File: src/hdl/sliding_window_capacity_penalty_top_defines.svh
// Assertion macros shared by the sliding window capacity penalty RTL.
`ifndef SLIDING_WINDOW_CAPACITY_PENALTY_TOP_DEFINES_SVH
`define SLIDING_WINDOW_CAPACITY_PENALTY_TOP_DEFINES_SVH
`ifndef SYNTHESIS
// Same-cycle implication, disabled while reset is asserted.
`define SWCP_ASSERT_IMP(label, clk, rst_n, lhs, rhs) \
    label: assert property (@(posedge clk) disable iff (!rst_n) (lhs) |-> (rhs)) \
        else $error("swcp assertion failed");
// Next-cycle implication, disabled while reset is asserted.
`define SWCP_ASSERT_NXT(label, clk, rst_n, lhs, rhs) \
    label: assert property (@(posedge clk) disable iff (!rst_n) (lhs) |=> (rhs)) \
        else $error("swcp assertion failed");
`else
`define SWCP_ASSERT_IMP(label, clk, rst_n, lhs, rhs)
`define SWCP_ASSERT_NXT(label, clk, rst_n, lhs, rhs)
`endif
`endif

File: src/hdl/swcp_pkg.sv
// Shared widths, register indexes and lane control type for the penalty block.
`default_nettype none
package swcp_pkg;

    localparam int MASK_W     = 8;
    localparam int ACT_W      = 4;
    localparam int CAPS_W     = 32;
    localparam int WINS_W     = 40;
    localparam int CAP_W      = 4;
    localparam int WIN_FLD_W  = 5;
    localparam int CFG_IDX_W  = 2;
    localparam int CFG_DATA_W = 40;
    localparam int PEN_W      = 32;
    localparam int CARP_W     = 12;

    localparam logic [CFG_IDX_W-1:0] CFG_ACTIVE  = 2'd0;
    localparam logic [CFG_IDX_W-1:0] CFG_CAPS    = 2'd1;
    localparam logic [CFG_IDX_W-1:0] CFG_WINDOWS = 2'd2;

    localparam logic [ACT_W-1:0]  ACT_RESET  = 4'd8;
    localparam logic [CAPS_W-1:0] CAPS_RESET = 32'h1111_1111;
    localparam logic [WINS_W-1:0] WINS_RESET = 40'h10_8421_0842;

    localparam logic [CARP_W-1:0] CARP_MAX = 12'hFFF;

    typedef struct packed {
        logic clear;
        logic run;
        logic last;
    } lane_ctl_t;

endpackage
`default_nettype wire

File: src/hdl/swcp_lane.sv
// One station lane: walks the history one car a step and sums window excesses.
`default_nettype none
module swcp_lane #(
    parameter int MAX_WINDOW = 16
) (
    input  wire logic                                   clk,
    input  wire swcp_pkg::lane_ctl_t                    ctl,
    input  wire logic                                   enable,
    input  wire logic [swcp_pkg::CAP_W-1:0]             cap,
    input  wire logic [swcp_pkg::WIN_FLD_W-1:0]         win,
    input  wire logic [$clog2(MAX_WINDOW+1)-1:0]        avail,
    input  wire logic [$clog2(MAX_WINDOW)-1:0]          step,
    input  wire logic                                   opt_bit,
    output logic [$clog2(MAX_WINDOW*MAX_WINDOW+1)-1:0]  acc
);
    import swcp_pkg::*;

    localparam int WIN_W  = $clog2(MAX_WINDOW + 1);
    localparam int ACC_W  = $clog2(MAX_WINDOW * MAX_WINDOW + 1);
    localparam int CMP_W  = (WIN_W > CAP_W) ? WIN_W : CAP_W;

    logic [WIN_W-1:0] w_eff;
    logic [WIN_W-1:0] w_m1;
    logic [WIN_W-1:0] len;
    logic [WIN_W-1:0] tail_max;
    logic [WIN_W-1:0] t_pos;
    logic [WIN_W-1:0] cnt_reg;
    logic [WIN_W-1:0] cnt_next;
    logic [CMP_W-1:0] cnt_cmp;
    logic [CMP_W-1:0] cap_cmp;
    logic [WIN_W-1:0] exc;
    logic [WIN_W:0]   add;
    logic [ACC_W-1:0] acc_reg;
    logic [ACC_W-1:0] acc_next;

    always_comb
    begin
        // window 0 acts as 1, long windows clamp to the history depth
        if (win == '0)
        begin
            w_eff = WIN_W'(1);
        end
        else if (32'(win) > 32'(MAX_WINDOW))
        begin
            w_eff = WIN_W'(MAX_WINDOW);
        end
        else
        begin
            w_eff = WIN_W'(win);
        end
        w_m1     = w_eff - WIN_W'(1);
        len      = (w_eff < avail) ? w_eff : avail;
        tail_max = (w_m1 < avail) ? w_m1 : avail;
        t_pos    = WIN_W'(step) + WIN_W'(1);

        cnt_next = cnt_reg + WIN_W'(opt_bit);
        cnt_cmp  = CMP_W'(cnt_next);
        cap_cmp  = CMP_W'(cap);
        exc      = (cnt_cmp > cap_cmp) ? WIN_W'(cnt_cmp - cap_cmp) : '0;

        add = '0;
        if (t_pos == len)
        begin
            add = add + (WIN_W+1)'(exc);
        end
        if (ctl.last && (t_pos >= WIN_W'(2)) && (t_pos <= tail_max))
        begin
            add = add + (WIN_W+1)'(exc);
        end

        acc_next = acc_reg;
        if (ctl.clear)
        begin
            acc_next = '0;
        end
        else if (ctl.run && enable)
        begin
            acc_next = acc_reg + ACC_W'(add);
        end
    end

    always_ff @(posedge clk)
    begin
        if (ctl.clear)
        begin
            cnt_reg <= '0;
        end
        else if (ctl.run)
        begin
            cnt_reg <= cnt_next;
        end
        acc_reg <= acc_next;
    end

    assign acc = acc_reg;

endmodule
`default_nettype wire

File: src/hdl/swcp_merge.sv
// Merge stage: adds the per-lane excess sums into one registered car total.
`default_nettype none
module swcp_merge #(
    parameter int LANES      = 8,
    parameter int MAX_WINDOW = 16
) (
    input  wire logic                                                 clk,
    input  wire logic [LANES*$clog2(MAX_WINDOW*MAX_WINDOW+1)-1:0]     lane_acc,
    output logic [$clog2(LANES*MAX_WINDOW*MAX_WINDOW+1)-1:0]          sum
);
    localparam int ACC_W = $clog2(MAX_WINDOW * MAX_WINDOW + 1);
    localparam int SUM_W = $clog2(LANES * MAX_WINDOW * MAX_WINDOW + 1);

    logic [SUM_W-1:0] sum_c;
    logic [SUM_W-1:0] sum_reg;

    always_comb
    begin
        sum_c = '0;
        for (int i = 0; i < LANES; i++)
        begin
            sum_c = sum_c + SUM_W'(lane_acc[i*ACC_W +: ACC_W]);
        end
    end

    always_ff @(posedge clk)
    begin
        sum_reg <= sum_c;
    end

    assign sum = sum_reg;

endmodule
`default_nettype wire

File: src/hdl/sliding_window_capacity_penalty_top.sv
// Top level of the sliding window capacity penalty block: control, history, lanes, merge.
// Each word is scanned through the history one car a step, then merged, then delivered to the
// output register; the idle state takes the next word only once the last result is delivered,
// and output stalls hold the delivery.
// The output register lets the next input word in while a result still waits.
// Reset (rst_n low, async): control idle, history and running total zero, config to defaults.
`default_nettype none
`include "sliding_window_capacity_penalty_top_defines.svh"
module sliding_window_capacity_penalty_top #(
    parameter int STATIONS   = 8,
    parameter int MAX_WINDOW = 16
) (
    input  wire logic                              clk,
    input  wire logic                              rst_n,
    // configuration write channel
    input  wire logic                              cfg_valid,
    output logic                                   cfg_ready,
    input  wire logic [swcp_pkg::CFG_IDX_W-1:0]    cfg_index,
    input  wire logic [swcp_pkg::CFG_DATA_W-1:0]   cfg_data,
    // input channel
    input  wire logic                              in_valid,
    output logic                                   in_stall,
    input  wire logic [swcp_pkg::MASK_W-1:0]       option_mask,
    input  wire logic                              last_car,
    // output channel
    output logic                                   out_valid,
    input  wire logic                              out_stall,
    output logic [swcp_pkg::PEN_W-1:0]             penalty_total,
    output logic [swcp_pkg::CARP_W-1:0]            car_penalty
);
    import swcp_pkg::*;

    // Stations past the mask width never see an option and add nothing,
    // so only the lower ones get a lane.
    localparam int LANES  = (STATIONS < MASK_W) ? STATIONS : MASK_W;
    localparam int WIN_W  = $clog2(MAX_WINDOW + 1);
    localparam int STEP_W = $clog2(MAX_WINDOW);
    localparam int SEEN_W = $clog2(MAX_WINDOW);
    localparam int ACC_W  = $clog2(MAX_WINDOW * MAX_WINDOW + 1);
    localparam int SUM_W  = $clog2(LANES * MAX_WINDOW * MAX_WINDOW + 1);

    localparam logic [STEP_W-1:0] LAST_STEP = STEP_W'(MAX_WINDOW - 1);
    localparam logic [SEEN_W-1:0] SEEN_MAX  = SEEN_W'(MAX_WINDOW - 1);

    localparam logic [1:0] ST_IDLE  = 2'd0;
    localparam logic [1:0] ST_SCAN  = 2'd1;
    localparam logic [1:0] ST_MERGE = 2'd2;
    localparam logic [1:0] ST_DONE  = 2'd3;

    // configuration registers
    logic [ACT_W-1:0]  active_reg;
    logic [CAPS_W-1:0] caps_reg;
    logic [WINS_W-1:0] wins_reg;

    // sequencer
    logic [1:0]        state_reg;
    logic [1:0]        state_next;
    logic [STEP_W-1:0] step_reg;
    logic              last_reg;
    logic [WIN_W-1:0]  avail_reg;
    logic [SEEN_W-1:0] seen_reg;

    // history of the most recent cars, current car at entry 0
    logic [MASK_W-1:0] hist_reg [MAX_WINDOW];

    // sequence total and output word
    logic [PEN_W-1:0]  running_reg;
    logic              out_valid_reg;
    logic [PEN_W-1:0]  total_reg;
    logic [CARP_W-1:0] carp_reg;

    logic              in_acc;
    logic              dlv;
    lane_ctl_t         lane_ctl;
    logic [LANES*ACC_W-1:0] lane_acc;
    logic [SUM_W-1:0]  merge_sum;
    logic [PEN_W:0]    total_ext;
    logic [PEN_W-1:0]  total_sat;
    logic [CARP_W-1:0] carp_sat;

    assign cfg_ready = (state_reg == ST_IDLE);
    assign in_stall  = (state_reg != ST_IDLE);
    assign in_acc    = in_valid && !in_stall;
    // deliver when the output register is free or being emptied this cycle
    assign dlv       = (state_reg == ST_DONE) && (!out_valid_reg || !out_stall);

    // Config writes land only while the block is idle.
    always_ff @(posedge clk or negedge rst_n)
    begin
        if (!rst_n)
        begin
            active_reg <= ACT_RESET;
            caps_reg   <= CAPS_RESET;
            wins_reg   <= WINS_RESET;
        end
        else if (cfg_valid && cfg_ready)
        begin
            unique case (cfg_index)
                CFG_ACTIVE:  active_reg <= cfg_data[ACT_W-1:0];
                CFG_CAPS:    caps_reg   <= cfg_data[CAPS_W-1:0];
                CFG_WINDOWS: wins_reg   <= cfg_data[WINS_W-1:0];
                default:     ;
            endcase
        end
    end

    always_comb
    begin
        state_next = state_reg;
        unique case (state_reg)
            ST_IDLE:
            begin
                if (in_acc)
                begin
                    state_next = ST_SCAN;
                end
            end
            ST_SCAN:
            begin
                if (step_reg == LAST_STEP)
                begin
                    state_next = ST_MERGE;
                end
            end
            ST_MERGE:
            begin
                state_next = ST_DONE;
            end
            ST_DONE:
            begin
                if (dlv)
                begin
                    state_next = ST_IDLE;
                end
            end
            default:
            begin
                state_next = ST_IDLE;
            end
        endcase
    end

    always_ff @(posedge clk or negedge rst_n)
    begin
        if (!rst_n)
        begin
            state_reg <= ST_IDLE;
            step_reg  <= '0;
            last_reg  <= 1'b0;
            avail_reg <= '0;
            seen_reg  <= '0;
        end
        else
        begin
            state_reg <= state_next;
            if (in_acc)
            begin
                // hold the word's flag and the fill level the lanes clamp against
                step_reg  <= '0;
                last_reg  <= last_car;
                avail_reg <= WIN_W'(seen_reg) + WIN_W'(1);
            end
            else if (state_reg == ST_SCAN)
            begin
                step_reg <= step_reg + STEP_W'(1);
            end
            if (dlv)
            begin
                if (last_reg)
                begin
                    seen_reg <= '0;
                end
                else if (seen_reg < SEEN_MAX)
                begin
                    seen_reg <= seen_reg + SEEN_W'(1);
                end
            end
        end
    end

    // Shift the new car in on accept. During the scan, rotate the line one
    // place a step so every lane reads entry 0; MAX_WINDOW steps restore it.
    // Drop the whole history after the last car of a sequence.
    always_ff @(posedge clk or negedge rst_n)
    begin
        if (!rst_n)
        begin
            for (int i = 0; i < MAX_WINDOW; i++)
            begin
                hist_reg[i] <= '0;
            end
        end
        else if (in_acc)
        begin
            hist_reg[0] <= option_mask;
            for (int i = 1; i < MAX_WINDOW; i++)
            begin
                hist_reg[i] <= hist_reg[i-1];
            end
        end
        else if (state_reg == ST_SCAN)
        begin
            for (int i = 0; i < MAX_WINDOW - 1; i++)
            begin
                hist_reg[i] <= hist_reg[i+1];
            end
            hist_reg[MAX_WINDOW-1] <= hist_reg[0];
        end
        else if (dlv && last_reg)
        begin
            for (int i = 0; i < MAX_WINDOW; i++)
            begin
                hist_reg[i] <= '0;
            end
        end
    end

    assign lane_ctl.clear = in_acc;
    assign lane_ctl.run   = (state_reg == ST_SCAN);
    assign lane_ctl.last  = last_reg;

    for (genvar s = 0; s < LANES; s++)
    begin : g_lane
        swcp_lane #(
            .MAX_WINDOW (MAX_WINDOW)
        ) u_lane (
            .clk     (clk),
            .ctl     (lane_ctl),
            .enable  (32'(active_reg) > s),
            .cap     (caps_reg[s*CAP_W +: CAP_W]),
            .win     (wins_reg[s*WIN_FLD_W +: WIN_FLD_W]),
            .avail   (avail_reg),
            .step    (step_reg),
            .opt_bit (hist_reg[0][s]),
            .acc     (lane_acc[s*ACC_W +: ACC_W])
        );
    end

    swcp_merge #(
        .LANES      (LANES),
        .MAX_WINDOW (MAX_WINDOW)
    ) u_merge (
        .clk      (clk),
        .lane_acc (lane_acc),
        .sum      (merge_sum)
    );

    // saturate the running total and the per-car figure
    always_comb
    begin
        total_ext = {1'b0, running_reg} + (PEN_W+1)'(merge_sum);
        total_sat = total_ext[PEN_W] ? '1 : total_ext[PEN_W-1:0];
        carp_sat  = (32'(merge_sum) > 32'(CARP_MAX)) ? CARP_MAX : CARP_W'(merge_sum);
    end

    always_ff @(posedge clk or negedge rst_n)
    begin
        if (!rst_n)
        begin
            running_reg   <= '0;
            out_valid_reg <= 1'b0;
        end
        else
        begin
            if (dlv)
            begin
                running_reg   <= last_reg ? '0 : total_sat;
                out_valid_reg <= 1'b1;
            end
            else if (!out_stall)
            begin
                out_valid_reg <= 1'b0;
            end
        end
    end

    always_ff @(posedge clk)
    begin
        if (dlv)
        begin
            total_reg <= total_sat;
            carp_reg  <= carp_sat;
        end
    end

    assign out_valid     = out_valid_reg;
    assign penalty_total = total_reg;
    assign car_penalty   = carp_reg;

    // an accepted word always starts a fresh scan at step zero
    `SWCP_ASSERT_NXT(a_accept_starts_scan, clk, rst_n, in_acc,
        (state_reg == ST_SCAN) && (step_reg == '0))
    // the scan never ends early
    `SWCP_ASSERT_NXT(a_scan_runs_full, clk, rst_n,
        (state_reg == ST_SCAN) && (step_reg != LAST_STEP), state_reg == ST_SCAN)
    // a new result word only comes out of the delivery state
    `SWCP_ASSERT_IMP(a_result_from_done, clk, rst_n, $rose(out_valid_reg),
        $past(state_reg == ST_DONE))

endmodule
`default_nettype wire
File: config.mk
export PLATFORM = sky130hd
export DESIGN_NAME = sliding_window_capacity_penalty_top
export DESIGN_NICKNAME = d
export VERILOG_FILES = /design/src/hdl/swcp_pkg.sv /design/src/hdl/swcp_lane.sv /design/src/hdl/swcp_merge.sv /design/src/hdl/sliding_window_capacity_penalty_top.sv
export VERILOG_INCLUDE_DIRS = /design/src /design/src/hdl
export SDC_FILE = /design/constraint.sdc
export NUM_CORES = 1
export LEC_CHECK = 0
export BUFFER_PORTS_ARGS = -buffer_cell sky130_fd_sc_hd__buf_2
export CORE_UTILIZATION = 40
export DETAILED_ROUTE_END_ITERATION = 7
export HOLD_SLACK_MARGIN = 0.08
export MAX_ROUTING_LAYER = met4
export REMOVE_ABC_BUFFERS = 1
export SETUP_SLACK_MARGIN = 0.3
export SYNTH_ARGS = -nofsm -noshare
export SYNTH_HDL_FRONTEND = slang
export SYNTH_SLANG_ARGS = --single-unit
File: constraint.sdc
create_clock -name clk -period 6.78 [get_ports clk]
set_input_delay 0.678 -clock clk [delete_from_list [all_inputs] [get_ports clk]]
set_output_delay 0.678 -clock clk [all_outputs]
set_load 0.1 [all_outputs]
# Word-level counts from Yosys, hierarchy flattened

Index checks and enable logic that the tools add are counted.

Input port bits: 56
Register bits after elaboration: 421
Word-level logic and storage cells: 280
Output and inout bits: 47

Reduce and logical (&&, ||, !) cells: 44
Equality and inequality tests: 18
Multiplexer cells: 71
$add $sub $neg: 52
Order comparisons: 50

Operators with widths:

| kind                | number |
|---|---|
| $mux 128            | 3 |
| $mux 5              | 48 |
| $lt 5x5->1          | 16 |
| $add 12x9->12       | 6 |
| $add 9x6->9         | 8 |
| $mux 32             | 2 |
| $add 5x5->6         | 8 |
| $mux 6              | 8 |
| $add 5x1->5         | 8 |
| $eq 5x5->1          | 8 |
| $gt 5x4->1          | 8 |
| $gt 5x5->1 const B  | 8 |
| $le 5x5->1          | 8 |
| $logic_not 5->1     | 8 |
| $sub 5x1->5 const B | 8 |
| $sub 5x4->5         | 8 |
| $add 32x12->33      | 1 |
| $logic_and 1x1->1   | 21 |
| $gt 4x3->1 const B  | 4 |
| $mux 4              | 4 |
| $add 4x1->5 const B | 2 |
| $add 9x9->10        | 1 |
| $add 4x1->4 const B | 2 |
| $gt 4x1->1 const B  | 2 |
| other kinds (18)    | 35 |

# Depth between registers and ports, before layout

Depth in word-level cells: 10
Gate-level depth with buffers: 31

# Modules after synthesis

A second synthesis with hierarchy kept.

Cells, all modules: 3476
Area total of the unflattened synthesis: 30468.0 um2

Modules (own cells, without submodules):

| module                              | cells each | instances | area an instance (um2) |
|---|---|---|---|
| sliding_window_capacity_penalty_top | 1333       | 1         | 13842.0 |
| swcp_lane at g_lane[0].u_lane ...   | 239        | 5         | 1808.0 |
| swcp_lane at g_lane[1].u_lane ...   | 240        | 2         | 1808.0 |
| swcp_merge                          | 231        | 1         | 2125.8 |
| swcp_lane at g_lane[2].u_lane       | 237        | 1         | 1844.3 |

# Least setup slack after synthesis

No wires, ideal clock.

Kind: register -> register
Start: reg wins_reg[13]
End: reg g_lane[2].u_lane.acc_reg[7]
Setup time: 0.128 ns
Cell stages (with the launch flop): 30
Required time: 6.652 ns
Path buffers: 1
Arrival: 5.474 ns
Setup slack: 1.178 ns
Path through: dfrtp_1 or3_1 a21oi_1 mux2i_1 ha_1 a21boi_0 o21a_1 o21a_1 o21ai_0 nand2b_1 clkbuf_1 mux2i_1 ha_1 nor2b_1 o21ai_0 nand2b_1 a211oi_1 o21bai_1 or4_1 a2bb2oi_1 nand2_1 ha_1 a21o_1 a21oi_1 o21bai_1 a21oi_1 nor2b_1 o211ai_1 xnor2_1 nor2_1

Longest elaborated chain between the ends: 10

Ends and longest elaborated chain:

| what                                                    | line                                       | RTL |
|---|---|---|
| start, declared                                         | sliding_window_capacity_penalty_top.sv:53  | `logic [WINS_W-1:0] wins_reg;` |
| start signal, assigned                                  | sliding_window_capacity_penalty_top.sv:101 | `CFG_WINDOWS: wins_reg <= cfg_data[WINS_W-1:0];` |
| $gt 5x5->1                                              | swcp_lane.sv:43                            | `else if (32'(win) > 32'(MAX_WINDOW))` |
| $mux 5                                                  | swcp_lane.sv:43                            |  |
| $mux 5 *                                                | swcp_lane.sv:39                            | `if (win == '0)` |
| $sub 5x1->5 / $lt 5x5->1 (equally long branches)        | swcp_lane.sv:51, swcp_lane.sv:52           |  |
| $lt 5x5->1 / $mux 5 (equally long branches)             | swcp_lane.sv:53, swcp_lane.sv:52           |  |
| $mux 5 / $eq 5x5->1 (equally long branches)             | swcp_lane.sv:53, swcp_lane.sv:62           |  |
| $le 5x5->1 / $mux 5 (equally long branches)             | swcp_lane.sv:66, swcp_lane.sv:62           |  |
| $logic_and 1x1->1 / $add 5x5->6 (equally long branches) | swcp_lane.sv:66, swcp_lane.sv:68           |  |
| $mux 6 *                                                | swcp_lane.sv:66                            | `if (ctl.last && (t_pos >= WIN_W'(2)) && (t_pos <= tail_max))` |
| $add 9x6->9 *                                           | swcp_lane.sv:78                            | `acc_next = acc_reg + ACC_W'(add);` |
| end signal, assigned                                    | swcp_lane.sv:92                            | `acc_reg <= acc_next;` |
| end, declared                                           | swcp_lane.sv:33                            | `logic [ACC_W-1:0] acc_reg;` |

Every way passes the cells marked *; elsewhere a longest branch is shown, timed or not.
A chain may end at the register's enable or synchronous reset.

# Final worst setup path

Ends and elaborated chain as after synthesis.

==> qor.tcl <==
set qor(status) {finished clean}
set qor(cts.sinks) 421
set qor(timing.hold.worst_path_depth) 2
set qor(layout.cells.most_common) {sky130_fd_sc_hd__nand2_1}
set qor(worst_setup_path_start) {wins_reg[13]}
set qor(p_sw_share_pct) 47.1
set qor(detailedRoute.firstPassIterationCount) 7
set qor(cts_max_path_buffers) 3
set qor(final.fill_count) 7015
set qor(dominantRegCellSynth) {sky130_fd_sc_hd__dfrtp_1}
set qor(cp_slowest_cell) {sky130_fd_sc_hd__or4_1}
set qor(num_antenna_cells) 0
set qor(drt_drc_violations_left) 0
set qor(via_per_inst) 5.24
set qor(ir_worst_vdd_v) 0.000330
set qor(grt_setup_unrepaired) {false}
set qor(grt_start_max_net_pins) 227
set qor(design.final.nets) 3739
set qor(post_drt_wl_per_cell_um) 16.0
set qor(worst_hold_path_type) {in -> reg}
set qor(ff_latch_area_um2) 10200
set qor(gp_congestion) 0.894
set qor(setup_viol) 0
set qor(relSlewSlack_pct) 22.9
set qor(clock_latency_ps) 620
set qor(syn_to_final_growth_pct) 11.0
set qor(yosys.area_share.simple_pct) 16.7
set qor(drt_wl_total_mm) 69.9
set qor(synth_cell_type_count) 87
set qor(synth_area_leaders) {sky130_fd_sc_hd__dfrtp_1 20%, sky130_fd_sc_hd__ha_1 10%, sky130_fd_sc_hd__dfxtp_1 8.5%, sky130_fd_sc_hd__nand2_1 5.6%, sky130_fd_sc_hd__a21oi_1 5.5%}
set qor(start_util_pct) 40.6
set qor(pin_count) 103
set qor(finalSetupTns_ps) 0
set qor(power.leakage_nw) 14.7
set qor(placed_cell_area_um2) 30600
set qor(die_y_um) 272
set qor(drive_above_1_share_pct) 10.8
set qor(hold_viol_final) 0
set qor(critPathArrivalTime_ps) 6480
set qor(skew_ps) 33.3
set qor(avgSynthCellArea_um2) 8.72
set qor(ys.warnings.count) 0
set qor(htree_levels) 2
set qor(dominant_cell_type_by_area_after_synthesis) {sky130_fd_sc_hd__dfrtp_1}
set qor(required_ps) 7230
set qor(hold_path.startpoint) {cfg_data[33]}
set qor(setup.worst_path.end_class) {flip-flop}
set qor(cts.reportedPaths.clkPinSlew_ps) 60
set qor(path_max_fanout) 6
set qor(synth-edff-count) 44
set qor(max-cap-violations) 0
set qor(p_total_mw) 16.8
set qor(fmax_mhz) 166
set qor(fp.coreArea_um2) 71700
set qor(final_antenna_net_count) 0
set qor(postLayoutCoreUtil_pct) 45.0
set qor(cpMostUsedCell) {sky130_fd_sc_hd__ha_1}
set qor(grt_antenna_before_repair) 0
set qor(num_vias) 22900
set qor(power.share.sequential_pct) 25.0
set qor(largest_reg_flops) 128
set qor(cts.root.buffer_cell) {sky130_fd_sc_hd__clkbuf_16}
set qor(number_of_violations_reported_at_the_end_of_detailed_routing_iteration_0) 1424
set qor(finish.instance_area_um2) 32300
set qor(layout_worst_path_cycle_share_pct) 89.0
set qor(yosys.area.top_type_share_pct) 20.3
set qor(timing.critical_path.max_delay_family) {compound AO/OA/AOI/OAI gates}
set qor(r2r_slack_ps) 750
set qor(synth_top_family_by_area) {compound AO/OA/AOI/OAI gates}
set qor(synth_fa_ha_area_share_pct) 14.7
set qor(buffer_ports.inserted) 102
set qor(synthMuxAreaShare_pct) 6.25
set qor(setup.worst_path.start_class) {flip-flop}
set qor(hold_slack_ps) 284
set qor(first_pass_grt_wire_length_mm) 115
set qor(multiInputGateArea_um2) 17700
set qor(worstReg2RegEnd) {g_lane[2].u_lane.acc[7]}
set qor(die_w_um) 272
set qor(reg2reg_from) {wins_reg[13]}
set qor(async_reset_ff_share_pct) 60.1
set qor(layout_common_cells) {437 x sky130_fd_sc_hd__nand2_1, 320 x sky130_fd_sc_hd__a21oi_1, 311 x sky130_fd_sc_hd__nor2_1, 243 x sky130_fd_sc_hd__ha_1, 236 x sky130_fd_sc_hd__dfrtp_1}
set qor(design.die.area_um2) 73900
set qor(cts_tree) {yes}
set qor(power_density_nw_per_um2) 519
set qor(synth_seq_cells) 421
set qor(p_clk_share_pct) 16.7
set qor(synthesized_netlist_cell_count) 3339
set qor(cts-buffers-inserted) 51
set qor(worstHoldEndpoint) {wins_reg[33]}
set qor(syn-cell-area_um2) 29100
set qor(timing.setup.critical_path_class) {reg -> reg}
set qor(grt_pass1_vias) 22000
set qor(post_synthesis_compound_gate_area_fraction_pct) 17.1
set qor(row_count) 98
set qor(groute.usage.overall_pct) 19.6
set qor(synth_seq_area_share_pct) 34.9
set qor(layout_min_cycle_time_ps) 6030
set qor(grt-ovfl-total) 0
set qor(internal-power_mw) 8.88
set qor(final-max-slew-violation-count) 0
set qor(timing.critical_path.slowest_cell_delay_ps) 500
set qor(hpwl_mm) 49.3
set qor(r2r.worst_path.cells) 28
set qor(critPathBufInv) 0
set qor(power.net_switching_mw) 7.90
set qor(synth_xor_area_share_pct) 5.99
set qor(comb_power_share_pct) 58.3
set qor(worstMarginPinSlew_ps) 1160
-- metrics by stage --
stage               setup slack [ps]  instances
floorplan                      -4160       3175
global placement                 791       4274
detailed placement               684       4274
CTS                              676       4371
global route                     309       4371
finish                           748       4371
-- power groups by stage --
| stage | clock network [mW] | logic (mW) | registers [mW] |
|---|---|---|---|
| final | 2.80 | 9.78 | 4.19 |
| after global routing | 2.99 | 11.0 | 4.32 |
| after CTS | 2.89 | 9.81 | 4.20 |
| after detailed placement | 0 | 9.74 | 4.24 |
| after global placement | 0 | 9.61 | 4.23 |
| after floorplan | 0 | 7.06 | 4.48 |
-- worst max path at each step --
stage                              endpoint  depth (start not counted)
global route        g_lane[2].u_lane.acc[7]                         28
finish              g_lane[2].u_lane.acc[7]                         28
floorplan                          last_reg                          4
detailed placement  g_lane[2].u_lane.acc[7]                         28
global placement    g_lane[2].u_lane.acc[7]                         28
CTS                 g_lane[2].u_lane.acc[7]                         28
-- synthesized netlist by cell type, types with 17 or more instances --
cell type                    n
sky130_fd_sc_hd__a21o_1     62
sky130_fd_sc_hd__a21oi_1   322
sky130_fd_sc_hd__a31oi_1    25
sky130_fd_sc_hd__and3_1     25
sky130_fd_sc_hd__buf_1      21
sky130_fd_sc_hd__clkbuf_1  143
sky130_fd_sc_hd__dfrtp_1   236
sky130_fd_sc_hd__dfstp_2    17
sky130_fd_sc_hd__dfxtp_1   124
sky130_fd_sc_hd__edfxtp_1   44
sky130_fd_sc_hd__fa_1       61
sky130_fd_sc_hd__ha_1      244
sky130_fd_sc_hd__inv_1     160
sky130_fd_sc_hd__mux2_2     86
sky130_fd_sc_hd__mux2i_1    85
sky130_fd_sc_hd__nand2_1   438
sky130_fd_sc_hd__nand2b_1   42
sky130_fd_sc_hd__nand3_1    62
sky130_fd_sc_hd__nand4_1    35
sky130_fd_sc_hd__nor2_1    312
sky130_fd_sc_hd__nor2b_1    53
sky130_fd_sc_hd__nor3_1     36
sky130_fd_sc_hd__o211ai_1   21
sky130_fd_sc_hd__o21a_1     39
sky130_fd_sc_hd__o21ai_0   218
sky130_fd_sc_hd__o21bai_1   22
sky130_fd_sc_hd__or3_1      24
sky130_fd_sc_hd__xnor2_1   100
sky130_fd_sc_hd__xor2_1     90
-- routing by layer --
| layer | vias to the layer above | global-route usage (%) | part of all wire [%] |
|---|---|---|---|
| met5 | - | - | 0 |
| met4 | 0 | 5.81 | 2.6 |
| met3 | 110 | 2.49 | 3.7 |
| met2 | 354 | 31.1 | 45 |
| met1 | 10800 | 26.1 | 48 |
| li1 | 11700 | - | - |
-- layout make-up --
class                   instances  share of cell area (%)
repair buffers                150                    2.81
multi-input cells            2591                    54.9
inverters                     163                    1.89
clock buffers                  69                    4.32
flip-flops and latches        421                    31.4
well taps                     950                    3.68
clock inverters                27                   0.922
-- logic make-up (layout without fill, tap and decap cells) --
| group | count (synthesis) | in the layout |
|---|---|---|
| XOR/XNOR | 194 | 194 |
| other | 1 | 8 |
| buffers and inverters | 334 | 409 |
| multiplexers | 171 | 171 |
| AND/OR/NAND/NOR | 1083 | 1083 |
| adder cells (fa/ha/maj) | 305 | 305 |
| AO/OA/AOI/OAI | 830 | 830 |
| flip-flops | 421 | 421 |
-- repair_timing --
action / in CTS / in global routing
hold buffers: 1 / 0
resized for setup: 0 / 3
hold endpoints to repair: 64 / 0
setup endpoints to repair: 0 / 3
buffers inserted: 0 / 0
(Power assumes the default switching activity.)
